`src/hds_pkg.sv`:
```
// Shared constants, types and datapath control for the heat diffusion stencil grid.
`default_nettype none

package hds_pkg;

    // Grid geometry
    localparam int ROWS   = 8;
    localparam int COLS   = 8;
    localparam int CELLS  = ROWS * COLS;
    localparam int ADDR_W = $clog2(CELLS);
    localparam int ROW_W  = $clog2(ROWS);
    localparam int COL_W  = $clog2(COLS);

    // Field and register widths
    localparam int TEMP_W     = 7;
    localparam int STEPS_W    = 8;
    localparam int GAIN_W     = 7;
    localparam int CFG_IDX_W  = 2;
    localparam int CFG_DATA_W = 8;

    // Configuration register indexes
    localparam logic [CFG_IDX_W-1:0] CFG_TIME_STEPS = 2'd0;
    localparam logic [CFG_IDX_W-1:0] CFG_GAIN_Q8    = 2'd1;

    localparam logic [STEPS_W-1:0] TIME_STEPS_RST = 8'd9;
    localparam logic [GAIN_W-1:0]  GAIN_Q8_RST    = 7'd64;

    // Datapath widths: sum of four cells, signed Laplacian, gain product
    localparam int Q_SHIFT = 8;
    localparam int ACC_W   = TEMP_W + 2;
    localparam int DIFF_W  = TEMP_W + 3;
    localparam int PROD_W  = DIFF_W + GAIN_W + 1;
    localparam int SH_W    = PROD_W - Q_SHIFT;
    localparam int VAL_W   = SH_W + 1;

    typedef logic [TEMP_W-1:0] temp_t;
    typedef logic [ADDR_W-1:0] addr_t;

    // Sequencer strobes into the shared arithmetic unit
    typedef struct packed {
        logic acc_load;
        logic acc_add;
        logic diff_en;
        logic mul_en;
    } alu_ctrl_t;

endpackage

`default_nettype wire

```
`src/hds_ifs.sv`:
```
// Request channel interfaces for grid load and result streams.
`default_nettype none

interface hds_in_if;
    logic                      valid;
    logic                      ready;
    logic [hds_pkg::TEMP_W-1:0] cell_temp;
    logic                      load_last;

    modport source (output valid, output cell_temp, output load_last, input ready);
    modport sink   (input valid, input cell_temp, input load_last, output ready);
endinterface

interface hds_out_if;
    logic                      valid;
    logic                      ready;
    logic [hds_pkg::TEMP_W-1:0] out_temp;
    logic                      out_last;

    modport source (output valid, output out_temp, output out_last, input ready);
    modport sink   (input valid, input out_temp, input out_last, output ready);
endinterface

`default_nettype wire

```
`src/hds_ram.sv`:
```
// Generic single-write, single-read RAM with registered read data.
`default_nettype none

module hds_ram #(
    parameter int WIDTH = 8,
    parameter int DEPTH = 64
) (
    input  wire logic                     clk,
    input  wire logic                     we,
    input  wire logic [$clog2(DEPTH)-1:0] waddr,
    input  wire logic [WIDTH-1:0]         wdata,
    input  wire logic [$clog2(DEPTH)-1:0] raddr,
    output logic      [WIDTH-1:0]         rdata
);

    logic [WIDTH-1:0] mem [DEPTH];
    logic [WIDTH-1:0] rdata_reg;

    always_ff @(posedge clk)
    begin
        if (we)
        begin
            mem[waddr] <= wdata;
        end
        rdata_reg <= mem[raddr];
    end

    assign rdata = rdata_reg;

endmodule

`default_nettype wire

```
`src/hds_alu.sv`:
```
// Shared stencil arithmetic: neighbor sum, Laplacian, gain product, floor shift and clamp.
`default_nettype none

module hds_alu (
    input  wire logic                          clk,
    input  wire hds_pkg::alu_ctrl_t            ctrl,
    input  wire hds_pkg::temp_t                rdata,
    input  wire logic [hds_pkg::GAIN_W-1:0]    gain,
    output hds_pkg::temp_t                     result
);

    logic        [hds_pkg::ACC_W-1:0]  acc_reg;
    logic        [hds_pkg::ACC_W-1:0]  acc_next;
    hds_pkg::temp_t                    old_reg;
    logic signed [hds_pkg::DIFF_W-1:0] diff_reg;
    logic signed [hds_pkg::DIFF_W-1:0] diff_next;
    logic signed [hds_pkg::PROD_W-1:0] prod_reg;
    logic signed [hds_pkg::PROD_W-1:0] prod_next;
    logic signed [hds_pkg::SH_W-1:0]   shifted;
    logic signed [hds_pkg::VAL_W-1:0]  val;

    // One adder keeps the running sum; a separate subtractor forms the minus-four-times-center term
    always_comb
    begin
        acc_next  = hds_pkg::ACC_W'(rdata);
        if (ctrl.acc_add)
        begin
            acc_next = acc_reg + hds_pkg::ACC_W'(rdata);
        end
        diff_next = hds_pkg::DIFF_W'(acc_reg) - hds_pkg::DIFF_W'({rdata, 2'b00});
        prod_next = $signed({1'b0, gain}) * diff_reg;
    end

    always_ff @(posedge clk)
    begin
        if (ctrl.acc_load || ctrl.acc_add)
        begin
            acc_reg <= acc_next;
        end
        if (ctrl.diff_en)
        begin
            old_reg  <= rdata;
            diff_reg <= diff_next;
        end
        if (ctrl.mul_en)
        begin
            prod_reg <= prod_next;
        end
    end

    // Dropping the low bits of a signed value rounds toward minus infinity
    assign shifted = prod_reg[hds_pkg::PROD_W-1:hds_pkg::Q_SHIFT];

    always_comb
    begin
        val = {shifted[hds_pkg::SH_W-1], shifted}
            + $signed({{(hds_pkg::VAL_W - hds_pkg::TEMP_W){1'b0}}, old_reg});
        priority if (val[hds_pkg::VAL_W-1])
        begin
            result = '0;
        end
        else if (val[hds_pkg::VAL_W-2:hds_pkg::TEMP_W] != '0)
        begin
            result = '1;
        end
        else
        begin
            result = val[hds_pkg::TEMP_W-1:0];
        end
    end

endmodule

`default_nettype wire

```
`src/heat_diffusion_stencil_grid.sv`:
```
// Top level: grid load, iterated five-point heat diffusion and row-major grid readout.
//
//  channel   dir  handshake       payload
//  in_ch     in   valid / ready   cell_temp[6:0], load_last
//  out_ch    out  valid / ready   out_temp[6:0], out_last
//  cfg       in   cfg_we          cfg_index[1:0], cfg_data[7:0]
//
//  Loading takes one cycle per cell; the request with load_last starts the run.
//  Each diffusion step walks every interior cell through the phases N, S, W, E, C, DIFF,
//  MUL and WR, set by the single read port of the source grid (five reads per cell) and the shared unit.
//  Readout fetches each cell through the registered RAM read before offering it, and holds it under stall.
//  in_ch.ready is low from load_last until the last result is taken.
//  Reset returns control and configuration to their reset values only; the grid RAMs are not cleared.
`default_nettype none

module heat_diffusion_stencil_grid (
    input  wire logic                               clk,
    input  wire logic                               rst_n,
    hds_in_if.sink                                  in_ch,
    hds_out_if.source                               out_ch,
    input  wire logic                               cfg_we,
    input  wire logic [hds_pkg::CFG_IDX_W-1:0]      cfg_index,
    input  wire logic [hds_pkg::CFG_DATA_W-1:0]     cfg_data
);

    localparam logic [1:0] ST_IDLE    = 2'd0;
    localparam logic [1:0] ST_STEP    = 2'd1;
    localparam logic [1:0] ST_EMIT_RD = 2'd2;
    localparam logic [1:0] ST_EMIT    = 2'd3;

    localparam logic [2:0] PH_N    = 3'd0;
    localparam logic [2:0] PH_S    = 3'd1;
    localparam logic [2:0] PH_W    = 3'd2;
    localparam logic [2:0] PH_E    = 3'd3;
    localparam logic [2:0] PH_C    = 3'd4;
    localparam logic [2:0] PH_DIFF = 3'd5;
    localparam logic [2:0] PH_MUL  = 3'd6;
    localparam logic [2:0] PH_WR   = 3'd7;

    localparam hds_pkg::addr_t ADDR_COLS  = hds_pkg::ADDR_W'(hds_pkg::COLS);
    localparam hds_pkg::addr_t ADDR_FIRST = hds_pkg::ADDR_W'(hds_pkg::COLS + 1);
    localparam hds_pkg::addr_t ADDR_LAST  = hds_pkg::ADDR_W'(hds_pkg::CELLS - 1);
    localparam logic [hds_pkg::ROW_W-1:0] ROW_END = hds_pkg::ROW_W'(hds_pkg::ROWS - 2);
    localparam logic [hds_pkg::COL_W-1:0] COL_END = hds_pkg::COL_W'(hds_pkg::COLS - 2);

    logic [1:0]                    state_reg, state_next;
    logic [2:0]                    phase_reg, phase_next;
    hds_pkg::addr_t                p_reg, p_next;
    logic [hds_pkg::ROW_W-1:0]     row_reg, row_next;
    logic [hds_pkg::COL_W-1:0]     col_reg, col_next;
    logic [hds_pkg::STEPS_W-1:0]   step_cnt_reg, step_cnt_next;
    hds_pkg::addr_t                load_idx_reg, load_idx_next;
    hds_pkg::addr_t                emit_idx_reg, emit_idx_next;
    logic [hds_pkg::STEPS_W-1:0]   time_steps_reg, time_steps_next;
    logic [hds_pkg::GAIN_W-1:0]    gain_reg, gain_next;

    logic               in_acc;
    logic               out_acc;
    logic               src_odd;
    hds_pkg::addr_t     rd_addr;
    hds_pkg::addr_t     wr_addr;
    hds_pkg::temp_t     wr_data;
    logic               load_we;
    logic               step_we;
    hds_pkg::temp_t     rdata_even;
    hds_pkg::temp_t     rdata_odd;
    hds_pkg::temp_t     src_data;
    hds_pkg::temp_t     alu_result;
    hds_pkg::alu_ctrl_t alu_ctrl;

    assign in_acc  = in_ch.valid && in_ch.ready;
    assign out_acc = out_ch.valid && out_ch.ready;

    // Step k reads the even grid when k is even; after the run this selects the final grid
    assign src_odd  = step_cnt_reg[0];
    assign src_data = src_odd ? rdata_odd : rdata_even;

    assign in_ch.ready     = (state_reg == ST_IDLE);
    assign out_ch.valid    = (state_reg == ST_EMIT);
    assign out_ch.out_temp = src_data;
    assign out_ch.out_last = (emit_idx_reg == ADDR_LAST);

    assign load_we = in_acc;
    assign step_we = (state_reg == ST_STEP) && (phase_reg == PH_WR);
    assign wr_addr = load_we ? load_idx_reg : p_reg;
    assign wr_data = load_we ? in_ch.cell_temp : alu_result;

    always_comb
    begin
        alu_ctrl.acc_load = (state_reg == ST_STEP) && (phase_reg == PH_S);
        alu_ctrl.acc_add  = (state_reg == ST_STEP)
                         && (phase_reg == PH_W || phase_reg == PH_E || phase_reg == PH_C);
        alu_ctrl.diff_en  = (state_reg == ST_STEP) && (phase_reg == PH_DIFF);
        alu_ctrl.mul_en   = (state_reg == ST_STEP) && (phase_reg == PH_MUL);
    end

    // Neighbor fetch order: north, south, west, east, center
    always_comb
    begin
        rd_addr = emit_idx_reg;
        if (state_reg == ST_STEP)
        begin
            unique case (phase_reg)
                PH_N:    rd_addr = p_reg - ADDR_COLS;
                PH_S:    rd_addr = p_reg + ADDR_COLS;
                PH_W:    rd_addr = p_reg - 1'b1;
                PH_E:    rd_addr = p_reg + 1'b1;
                default: rd_addr = p_reg;
            endcase
        end
    end

    always_comb
    begin
        state_next      = state_reg;
        phase_next      = phase_reg;
        p_next          = p_reg;
        row_next        = row_reg;
        col_next        = col_reg;
        step_cnt_next   = step_cnt_reg;
        load_idx_next   = load_idx_reg;
        emit_idx_next   = emit_idx_reg;
        time_steps_next = time_steps_reg;
        gain_next       = gain_reg;

        if (cfg_we)
        begin
            unique case (cfg_index)
                hds_pkg::CFG_TIME_STEPS: time_steps_next = cfg_data[hds_pkg::STEPS_W-1:0];
                hds_pkg::CFG_GAIN_Q8:    gain_next = cfg_data[hds_pkg::GAIN_W-1:0];
                default:                 ;
            endcase
        end

        unique case (state_reg)
            ST_IDLE:
            begin
                if (in_acc)
                begin
                    load_idx_next = (load_idx_reg == ADDR_LAST) ? '0 : load_idx_reg + 1'b1;
                    if (in_ch.load_last)
                    begin
                        load_idx_next = '0;
                        step_cnt_next = '0;
                        emit_idx_next = '0;
                        phase_next    = PH_N;
                        p_next        = ADDR_FIRST;
                        row_next      = hds_pkg::ROW_W'(1);
                        col_next      = hds_pkg::COL_W'(1);
                        state_next    = (time_steps_reg == '0) ? ST_EMIT_RD : ST_STEP;
                    end
                end
            end
            ST_STEP:
            begin
                phase_next = phase_reg + 1'b1;
                if (phase_reg == PH_WR)
                begin
                    if (col_reg != COL_END)
                    begin
                        col_next = col_reg + 1'b1;
                        p_next   = p_reg + 1'b1;
                    end
                    else if (row_reg != ROW_END)
                    begin
                        // skip the east border of this row and the west border of the next
                        row_next = row_reg + 1'b1;
                        col_next = hds_pkg::COL_W'(1);
                        p_next   = p_reg + hds_pkg::ADDR_W'(3);
                    end
                    else
                    begin
                        step_cnt_next = step_cnt_reg + 1'b1;
                        row_next      = hds_pkg::ROW_W'(1);
                        col_next      = hds_pkg::COL_W'(1);
                        p_next        = ADDR_FIRST;
                        if (step_cnt_reg + 1'b1 == time_steps_reg)
                        begin
                            state_next = ST_EMIT_RD;
                        end
                    end
                end
            end
            ST_EMIT_RD:
            begin
                state_next = ST_EMIT;
            end
            ST_EMIT:
            begin
                if (out_acc)
                begin
                    if (emit_idx_reg == ADDR_LAST)
                    begin
                        state_next = ST_IDLE;
                    end
                    else
                    begin
                        emit_idx_next = emit_idx_reg + 1'b1;
                        state_next    = ST_EMIT_RD;
                    end
                end
            end
            default:
            begin
                state_next = ST_IDLE;
            end
        endcase
    end

    always_ff @(posedge clk or negedge rst_n)
    begin
        if (!rst_n)
        begin
            state_reg      <= ST_IDLE;
            phase_reg      <= PH_N;
            p_reg          <= ADDR_FIRST;
            row_reg        <= hds_pkg::ROW_W'(1);
            col_reg        <= hds_pkg::COL_W'(1);
            step_cnt_reg   <= '0;
            load_idx_reg   <= '0;
            emit_idx_reg   <= '0;
            time_steps_reg <= hds_pkg::TIME_STEPS_RST;
            gain_reg       <= hds_pkg::GAIN_Q8_RST;
        end
        else
        begin
            state_reg      <= state_next;
            phase_reg      <= phase_next;
            p_reg          <= p_next;
            row_reg        <= row_next;
            col_reg        <= col_next;
            step_cnt_reg   <= step_cnt_next;
            load_idx_reg   <= load_idx_next;
            emit_idx_reg   <= emit_idx_next;
            time_steps_reg <= time_steps_next;
            gain_reg       <= gain_next;
        end
    end

    hds_ram #(
        .WIDTH (hds_pkg::TEMP_W),
        .DEPTH (hds_pkg::CELLS)
    ) u_grid_even (
        .clk   (clk),
        .we    (load_we || (step_we && src_odd)),
        .waddr (wr_addr),
        .wdata (wr_data),
        .raddr (rd_addr),
        .rdata (rdata_even)
    );

    hds_ram #(
        .WIDTH (hds_pkg::TEMP_W),
        .DEPTH (hds_pkg::CELLS)
    ) u_grid_odd (
        .clk   (clk),
        .we    (load_we || (step_we && !src_odd)),
        .waddr (wr_addr),
        .wdata (wr_data),
        .raddr (rd_addr),
        .rdata (rdata_odd)
    );

    hds_alu u_alu (
        .clk    (clk),
        .ctrl   (alu_ctrl),
        .rdata  (src_data),
        .gain   (gain_reg),
        .result (alu_result)
    );

    a_no_load_during_emit: assert property (@(posedge clk) disable iff (!rst_n)
        !(in_ch.ready && out_ch.valid))
        else $error("load accepted while results are pending");

    a_last_starts_run: assert property (@(posedge clk) disable iff (!rst_n)
        in_acc && in_ch.load_last |=> !in_ch.ready)
        else $error("load_last did not start the run");

    a_idle_after_last: assert property (@(posedge clk) disable iff (!rst_n)
        out_acc && out_ch.out_last |=> in_ch.ready && !out_ch.valid)
        else $error("block not idle after the last result");

    a_interior_only: assert property (@(posedge clk) disable iff (!rst_n)
        state_reg == ST_STEP |-> row_reg != '0 && col_reg != '0
                                 && row_reg <= ROW_END && col_reg <= COL_END)
        else $error("stencil cursor left the interior");

    a_step_count_bound: assert property (@(posedge clk) disable iff (!rst_n)
        state_reg == ST_STEP |-> step_cnt_reg < time_steps_reg)
        else $error("step counter ran past time_steps");

endmodule

`default_nettype wire

```
`src/flat_wrapper.sv`:
```
// flat-port wrapper written by rule: the top's interface ports become plain ports
module heat_diffusion_stencil_grid_flat 
  (clk, rst_n, cfg_we, cfg_index, cfg_data, in_ch_valid, in_ch_cell_temp, in_ch_load_last, in_ch_ready, out_ch_valid, out_ch_out_temp, out_ch_out_last, out_ch_ready);
  hds_in_if in_ch_i ();
  hds_out_if out_ch_i ();
  input  wire logic clk;
  input  wire logic rst_n;
  input  wire logic cfg_we;
  input  wire logic [hds_pkg::CFG_IDX_W-1:0] cfg_index;
  input  wire logic [hds_pkg::CFG_DATA_W-1:0] cfg_data;
  input wire logic [$bits(in_ch_i.valid)-1:0] in_ch_valid;
  input wire logic [$bits(in_ch_i.cell_temp)-1:0] in_ch_cell_temp;
  input wire logic [$bits(in_ch_i.load_last)-1:0] in_ch_load_last;
  output wire logic [$bits(in_ch_i.ready)-1:0] in_ch_ready;
  output wire logic [$bits(out_ch_i.valid)-1:0] out_ch_valid;
  output wire logic [$bits(out_ch_i.out_temp)-1:0] out_ch_out_temp;
  output wire logic [$bits(out_ch_i.out_last)-1:0] out_ch_out_last;
  input wire logic [$bits(out_ch_i.ready)-1:0] out_ch_ready;
  assign in_ch_i.valid = in_ch_valid;
  assign in_ch_i.cell_temp = in_ch_cell_temp;
  assign in_ch_i.load_last = in_ch_load_last;
  assign in_ch_ready = in_ch_i.ready;
  assign out_ch_valid = out_ch_i.valid;
  assign out_ch_out_temp = out_ch_i.out_temp;
  assign out_ch_out_last = out_ch_i.out_last;
  assign out_ch_i.ready = out_ch_ready;
  heat_diffusion_stencil_grid u_core (.clk(clk), .rst_n(rst_n), .in_ch(in_ch_i), .out_ch(out_ch_i), .cfg_we(cfg_we), .cfg_index(cfg_index), .cfg_data(cfg_data));
endmodule
```
`config.mk`:
```
export PLATFORM = sky130hd
export DESIGN_NAME = heat_diffusion_stencil_grid_flat
export DESIGN_NICKNAME = d
export VERILOG_FILES = /design/src/hds_pkg.sv /design/src/hds_ifs.sv /design/src/hds_ram.sv /design/src/hds_alu.sv /design/src/heat_diffusion_stencil_grid.sv /design/src/flat_wrapper.sv
export SDC_FILE = /design/constraint.sdc
export NUM_CORES = 2
export LEC_CHECK = 0
export BUFFER_PORTS_ARGS = -buffer_cell sky130_fd_sc_hd__buf_2
export CAP_MARGIN = 20
export CORE_ASPECT_RATIO = 1.5
export CORE_MARGIN = 3
export CORE_UTILIZATION = 40
export DETAILED_ROUTE_END_ITERATION = 6
export GPL_TIMING_DRIVEN = 0
export PLACE_DENSITY = 0.66
export SLEW_MARGIN = 20
export SYNTH_ARGS = -nofsm -noshare
export SYNTH_HDL_FRONTEND = slang
export SYNTH_SLANG_ARGS = --single-unit
export TNS_END_PERCENT = 1
```
`constraint.sdc`:
```
create_clock -name clk -period 5.7 [get_ports clk]
set_input_delay 1.14 -clock clk [delete_from_list [all_inputs] [get_ports clk]]
set_output_delay 1.14 -clock clk [all_outputs]
set_load 0.02 [all_outputs]
```
After elaboration in Yosys (flattened, before gate mapping):

Memory sizes are Yosys's and may differ from the RTL's. A register that Yosys moved wholly into a read port is not among the register bits.
Cells that the tools add are included.
Widths: inputs -> output; s select.

* register bits: 96
* bits in latches: 0
* RAM bits: 896
* memory bits (read-only): 0
* logic and storage cells: 140
* memories: 2

Memories
* u_core.u_grid_even.mem: depth 64, bits a word 7, read ports 1, clocked after Yosys merged registers in 1, wr ports 1, line hds_ram.sv:16 `logic [WIDTH-1:0] mem [DEPTH];`
* u_core.u_grid_odd.mem: depth 64, bits a word 7, read ports 1, clocked after Yosys merged registers in 1, wr ports 1, line hds_ram.sv:16

* $add $sub $neg: 14
* multipliers: 1
* divide/modulo/power cells: 0
* magnitude comparators: 0
* eq/ne operators: 24
* shifts and indexed selects: 0
* mux-type cells: 53
* bitwise operators: 0
* reductions and logical operators: 31

Operators with widths (count)
* $mux 6: 13
* $mux 8: 5
* $mux 7: 5
* $mux 3: 9
* $pmux 6 s2: 2
* $pmux 6 s4: 1
* $add 6x1->6 const B: 3
* $mul 8x10->18: 1
* $mux 2: 9
* $pmux 3 s2: 3
* $ne 2x2->1 const B: 8
* $pmux 8 s2: 1
* $eq 3x3->1 const B: 4
* $eq 6x6->1 const B: 2
* $add 10x8->11: 1
* $reduce_and 5->1: 2
* $sub 9x9->10: 1
* $add 3x1->3 const B: 3
* $add 9x7->9: 1
* $logic_and 1x1->1: 9
* $add 8x1->8 const B: 1
* $eq 8x8->1: 1
* $logic_not 8->1: 1
* $pmux 2 s4: 1
* other kinds (21): 36

Logic depth before layout (Yosys ltp):

* depth in word-level cells: 7
* gate-level depth with buffers: 19

By module:

A second synthesis with hierarchy kept.

* cell total of the unflattened synthesis: 2567
* area, all modules: 43641.9 µm²

Modules (own cells, without submodules)
* hds_ram: times used 2, cells each 827, area each 17635.7 µm², seq. area each 13593.0 µm²
* hds_alu: times used 1, cells each 494, area each 4792.1 µm², seq. area each 1081.0 µm²
* heat_diffusion_stencil_grid: times used 1, cells each 419, area each 3578.4 µm², seq. area each 1310.0 µm²

Worst setup path before layout:

Ideal clock, no wire load.

* path kind: flip-flop to flip-flop
* from: register u_core.gain_reg[2] (netlist bit)
* to: register u_core.u_alu.prod_reg[17] (netlist bit) (data pin)
* library setup time: 260 ps
* arrival: 4239 ps
* required time: 5440 ps
* slack: 1201 ps
* cell stages (with the launch flop): 19
* period minus slack after synthesis: 4499 ps
* path through: dfrtp_1 > clkbuf_1 > and2_1 > fa_1 > fa_1 > inv_1 > fa_1 > inv_1 > fa_1 > ha_1 > o21ai_0 > nand2b_1 > a31oi_1 > o21ai_0 > a41o_1 > nor2_1 > o21ai_0 > a21oi_1 > xnor2_1

* cells in the longest elaborated chain, start to end: 1

Ends and longest elaborated chain
* from (decl): line heat_diffusion_stencil_grid.sv:55 `logic [hds_pkg::GAIN_W-1:0] gain_reg, gain_next;`
* from (signal assigned): line heat_diffusion_stencil_grid.sv:223 `gain_reg <= hds_pkg::GAIN_Q8_RST;`
* from (signal assigned): line heat_diffusion_stencil_grid.sv:236 `gain_reg <= gain_next;`
* $mul 8x10->18: line hds_alu.sv:31 `prod_next = $signed({1'b0, gain}) * diff_reg;`
* net u_core.u_alu.prod_next (one bit): line hds_alu.sv:18 `logic signed [hds_pkg::PROD_W-1:0] prod_next;`
* to (signal assigned): line hds_alu.sv:47 `prod_reg <= prod_next;`
* to (decl): line hds_alu.sv:17 `logic signed [hds_pkg::PROD_W-1:0] prod_reg;`

The timed path passes the listed nets, and every way through them passes these cells.
A chain may end at the register's enable or synchronous reset.

Worst setup path after layout:

Ends and elaborated chain as after synthesis.

==> run_summary.xml <==
<?xml version="1.0" encoding="UTF-8"?>
<metrics>
  <group name="status">
    <metric name="status" unit="">completed</metric>
  </group>
  <group name="yosys">
    <metric name="synthesis.yosys.warnings" unit="">0</metric>
    <metric name="syn_area" unit="um^2">44300</metric>
    <metric name="synth_async_sr_flop_share" unit="%">5.21</metric>
    <metric name="synth_seq_area_share" unit="%">66.8</metric>
    <metric name="syn-num-nets" unit="">3572</metric>
    <metric name="avgSynthCellArea" unit="um^2">12.9</metric>
    <metric name="postSynthCellCount" unit="">3424</metric>
    <metric name="yosysUniqueCellTypes" unit="">72</metric>
    <metric name="yosys_register_bits" unit="">998</metric>
    <metric name="synth-edff-count" unit="">932</metric>
    <metric name="ys_dominant_reg_cell" unit="">sky130_fd_sc_hd__edfxtp_1</metric>
  </group>
  <group name="power_and_ir_drop">
    <metric name="switchingPower" unit="mW">13.2</metric>
    <metric name="power.clock.fraction" unit="%">20.2</metric>
    <metric name="power.share.sequential" unit="%">31.2</metric>
    <metric name="swShare" unit="%">43.3</metric>
    <metric name="power.ir.vdd_worst" unit="uV">319</metric>
    <metric name="power_density" unit="nW/um^2">613</metric>
    <metric name="power_frac_comb" unit="%">48.6</metric>
    <metric name="internal_power" unit="mW">17.3</metric>
    <metric name="power_leakage" unit="nW">17.5</metric>
  </group>
  <group name="placement">
    <metric name="routability_congestion_estimate" unit="">0.954</metric>
    <metric name="portBuffers" unit="">32</metric>
    <metric name="placed_wire_length_estimate_after_detailed_placement" unit="mm">91.9</metric>
    <metric name="placement.setup.worst_slack" unit="ns">0.476</metric>
  </group>
  <group name="detailed_routing">
    <metric name="avgViaCountPerCell" unit="">5.70</metric>
    <metric name="wire_per_inst" unit="um">25.2</metric>
    <metric name="vias" unit="">28898</metric>
    <metric name="route.detailed.drc" unit="">0</metric>
    <metric name="routed_wirelength" unit="mm">128</metric>
    <metric name="firstDrtPassIters" unit="">6</metric>
    <metric name="dr.first_iter.drc_count" unit="">3463</metric>
    <metric name="detail-route-antenna-nets" unit="">0</metric>
  </group>
  <group name="setup_path">
    <metric name="cp_common_cell" unit="">sky130_fd_sc_hd__fa_1</metric>
    <metric name="r2r_cells" unit="">17</metric>
    <metric name="crit_type" unit="">flop to flop</metric>
    <metric name="largest_fanout_of_any_net_on_the_critical_path" unit="">10</metric>
    <metric name="cp_slowest_stage_delay" unit="ns">0.55</metric>
    <metric name="worst_path_max_delay_cell" unit="">sky130_fd_sc_hd__fa_1</metric>
    <metric name="crit-reg2reg-capture" unit="">u_core.u_alu.prod_reg[17]$_DFFE_PP_</metric>
    <metric name="beginning_of_the_worst_register_to_register_path" unit="">u_core.gain_reg[2]$_DFFE_PN0P_</metric>
    <metric name="r2r_slack" unit="ns">0.54</metric>
    <metric name="critical_path.cell_chain" unit="">clkbuf_1, nand2_1, fa_1, fa_1, inv_1, fa_1, inv_1, fa_1, inv_1, ha_1, a31oi_1, o21ai_0, a41o_1, nor2_1, o21ai_0, a21oi_1, xnor2_1</metric>
    <metric name="path_buf_inv" unit="">4</metric>
    <metric name="required_time_of_the_worst_setup_path" unit="ns">6.14</metric>
    <metric name="critPathLaunchType" unit="">flop</metric>
    <metric name="kind_of_cell_with_the_highest_combined_delay_on_the_critical_path" unit="">adder cells</metric>
    <metric name="arrival" unit="ns">5.60</metric>
    <metric name="critPathCaptureType" unit="">flop</metric>
  </group>
  <group name="sta">
    <metric name="maxSlewHeadroom" unit="%">16.3</metric>
    <metric name="hold-worst-slack" unit="ns">0.477</metric>
    <metric name="timing.final.crit_period" unit="ns">5.16</metric>
    <metric name="grt_setup_unrepaired" unit="">no</metric>
    <metric name="finalCritPeriodShare" unit="%">90.5</metric>
    <metric name="worst_slack" unit="ns">0.541</metric>
    <metric name="timing.clock.skew" unit="ns">0.0337</metric>
    <metric name="worst_pin_slew" unit="ns">1.25</metric>
    <metric name="finalHoldViolCount" unit="">0</metric>
    <metric name="timing.fmax" unit="MHz">194</metric>
    <metric name="slew_viol_final" unit="">0</metric>
    <metric name="count_of_endpoints_failing_setup_in_the_final_report" unit="">0</metric>
  </group>
  <group name="clock_network">
    <metric name="clock_insertion_delay_worst_skew" unit="ns">0.70</metric>
    <metric name="post_cts_hold_buffer_count" unit="">0</metric>
    <metric name="tritoncts.num_buffers" unit="">96</metric>
    <metric name="htree_num_levels" unit="">3</metric>
    <metric name="clk_transition_reported_paths" unit="ns">0.07</metric>
    <metric name="post_cts_buffers" unit="">0</metric>
    <metric name="tritoncts" unit="">built</metric>
    <metric name="cts.repair.resized" unit="">0</metric>
    <metric name="clock-root-buffer" unit="">sky130_fd_sc_hd__clkbuf_16</metric>
    <metric name="ctsLongestPathBuffers" unit="">3</metric>
    <metric name="number_of_clock_sinks_seen_by_cts" unit="">998</metric>
  </group>
  <group name="global_route">
    <metric name="grt_antenna_before_repair" unit="">3</metric>
    <metric name="wire_length_of_the_first_global_routing_pass" unit="mm">185</metric>
    <metric name="maximum_number_of_pins_on_one_net_before_global_route_repair" unit="">65</metric>
    <metric name="first_global_vias" unit="">28747</metric>
    <metric name="gr_util_all_layers" unit="%">22.0</metric>
    <metric name="globalRoute.totalOverflow" unit="">0</metric>
  </group>
  <group name="cells_and_area">
    <metric name="post_route_cells_drive_above_1_share" unit="%">10.0</metric>
    <metric name="layout.nets" unit="">3718</metric>
    <metric name="most_frequent_cells_in_the_layout" unit="">sky130_fd_sc_hd__edfxtp_1, sky130_fd_sc_hd__nand2_1, sky130_fd_sc_hd__nand3_1, sky130_fd_sc_hd__nor2_1, sky130_fd_sc_hd__a31oi_1</metric>
    <metric name="antenna_cells_inserted" unit="">0</metric>
    <metric name="fillers" unit="">9700</metric>
    <metric name="mostFrequentLayoutCell" unit="">sky130_fd_sc_hd__edfxtp_1</metric>
    <metric name="reg_top3" unit="">u_core.u_grid_even.mem x448, u_core.u_grid_odd.mem x448</metric>
    <metric name="area.growth.synth_to_final" unit="%">12.2</metric>
    <metric name="finalCoreUtilization" unit="%">45.5</metric>
  </group>
  <group name="floorplanning">
    <metric name="floorplan.die_area" unit="um^2">115000</metric>
    <metric name="floorplan.initialDensity" unit="%">40.5</metric>
    <metric name="floorplan.die.width" unit="um">278</metric>
    <metric name="floorplan.rows" unit="">148</metric>
    <metric name="floorplan.io_pins" unit="">33</metric>
    <metric name="chipHeight" unit="um">413</metric>
    <metric name="core_area" unit="um^2">109000</metric>
  </group>
  <group name="min_path">
    <metric name="worstHoldEndpoint" unit="">u_core.u_alu.diff_reg[0]$_DFFE_PP_</metric>
    <metric name="timing.hold.worst.start" unit="">u_core.u_alu.acc_reg[0]$_DFFE_PP_</metric>
    <metric name="min_path_cells" unit="">0</metric>
    <metric name="hold_path.class" unit="">flop to flop</metric>
  </group>
  <group name="flow_run">
    <metric name="cap_viol_max_count" unit="">0</metric>
  </group>
</metrics>
final cells by class:
type / count / area, um^2 / area share [%]
Inverter: 118 / 443 / 0.892
Tap cell: 1425 / 1780 / 3.59
Multi-Input combinational cell: 2111 / 13500 / 27.1
Timing Repair Buffer: 48 / 538 / 1.08
Clock inverter: 57 / 403 / 0.811
Clock buffer: 118 / 2590 / 5.21
Buffer: 197 / 886 / 1.78
Sequential cell: 998 / 29600 / 59.5
through the flow:
stage / instances / instance area (um^2) / TNS [ns] / power, mW
4_1_cts: 5072 / 49700 / 0 / 30.3
3_5_place_dp: 4897 / 46700 / 0 / 24.1
6_report: 5072 / 49700 / 0 / 30.4
2_1_floorplan: 3424 / 44300 / 0 / 18.7
3_3_place_gp: 4881 / 46200 / -1968.72 / 23.9
5_1_grt: 5072 / 49700 / 0 / 31.8
cell usage after synthesis, types with 8 or more instances:
| cell type | n | area, um^2 |
|---|---|---|
| sky130_fd_sc_hd__o21ai_0 | 82 | 410 |
| sky130_fd_sc_hd__a32oi_1 | 54 | 473 |
| sky130_fd_sc_hd__a31oi_1 | 138 | 863 |
| sky130_fd_sc_hd__a21o_1 | 14 | 105 |
| sky130_fd_sc_hd__buf_1 | 9 | 33.8 |
| sky130_fd_sc_hd__edfxtp_1 | 932 | 28000 |
| sky130_fd_sc_hd__xor2_1 | 17 | 149 |
| sky130_fd_sc_hd__inv_1 | 115 | 432 |
| sky130_fd_sc_hd__xnor2_1 | 33 | 289 |
| sky130_fd_sc_hd__nor2_1 | 183 | 687 |
| sky130_fd_sc_hd__mux2i_1 | 111 | 1110 |
| sky130_fd_sc_hd__fa_1 | 59 | 1180 |
| sky130_fd_sc_hd__nand2b_1 | 18 | 113 |
| sky130_fd_sc_hd__nand4_1 | 43 | 269 |
| sky130_fd_sc_hd__buf_4 | 12 | 90.1 |
| sky130_fd_sc_hd__and2_1 | 53 | 332 |
| sky130_fd_sc_hd__mux2_2 | 74 | 833 |
| sky130_fd_sc_hd__nand2_1 | 559 | 2100 |
| sky130_fd_sc_hd__nor3_1 | 18 | 90.1 |
| sky130_fd_sc_hd__and3_1 | 112 | 701 |
| sky130_fd_sc_hd__o31ai_1 | 9 | 67.6 |
| sky130_fd_sc_hd__buf_2 | 49 | 245 |
| sky130_fd_sc_hd__clkbuf_1 | 121 | 454 |
| sky130_fd_sc_hd__dfrtp_1 | 45 | 1130 |
| sky130_fd_sc_hd__nand3_1 | 262 | 1310 |
| sky130_fd_sc_hd__nor2b_1 | 11 | 68.8 |
| sky130_fd_sc_hd__nand3b_1 | 8 | 60.1 |
| sky130_fd_sc_hd__a21oi_1 | 90 | 450 |
| sky130_fd_sc_hd__a221o_1 | 8 | 80.1 |
| sky130_fd_sc_hd__ha_1 | 66 | 826 |
| sky130_fd_sc_hd__dfxtp_1 | 14 | 280 |
routing by layer:
metal | up-vias | wire length, um | part of all wire, % | track usage, %
met5 | - | 0 | 0 | 0
li1 | 12905 | - | - | -
met2 | 1384 | 65300 | 51 | 39.8
met4 | 0 | 10300 | 8.1 | 16.0
met3 | 378 | 8700 | 6.8 | 3.40
met1 | 14231 | 43400 | 34 | 23.3
worst max path at each step:
stage / startpoint / to / depth (start not counted)
floorplan: u_core.gain_reg[2]$_DFFE_PN0P_ / u_core.u_alu.prod_reg[17]$_DFFE_PP_ / 18
global placement: in_ch_valid / u_core.u_grid_odd.mem[63][1]$_DFFE_PP_ / 6
detailed placement: u_core.gain_reg[2]$_DFFE_PN0P_ / u_core.u_alu.prod_reg[17]$_DFFE_PP_ / 17
CTS: u_core.gain_reg[2]$_DFFE_PN0P_ / u_core.u_alu.prod_reg[17]$_DFFE_PP_ / 17
global route: u_core.gain_reg[2]$_DFFE_PN0P_ / u_core.u_alu.prod_reg[17]$_DFFE_PP_ / 18
finish: u_core.gain_reg[2]$_DFFE_PN0P_ / u_core.u_alu.prod_reg[17]$_DFFE_PP_ / 17
power groups by stage:
stage / logic [mW] / clock network [mW] / registers (mW)
floorplan: 8.98 / 0 / 9.68
global placement: 14.0 / 0 / 9.90
detailed placement: 14.5 / 0 / 9.64
CTS: 14.6 / 6.21 / 9.49
global route: 15.8 / 6.47 / 9.52
finish: 14.8 / 6.16 / 9.50
cells by family after synthesis:
family,synth area share (%)
AND/OR/NAND/NOR,13.7
flip-flops,66.8
AO/OA/AOI/OAI,6.39
buffers and inverters,3.00
multiplexers,4.60
adder cells (fa/ha/maj),4.53
XOR/XNOR,0.989
Power figures use the tool's default switching activity.
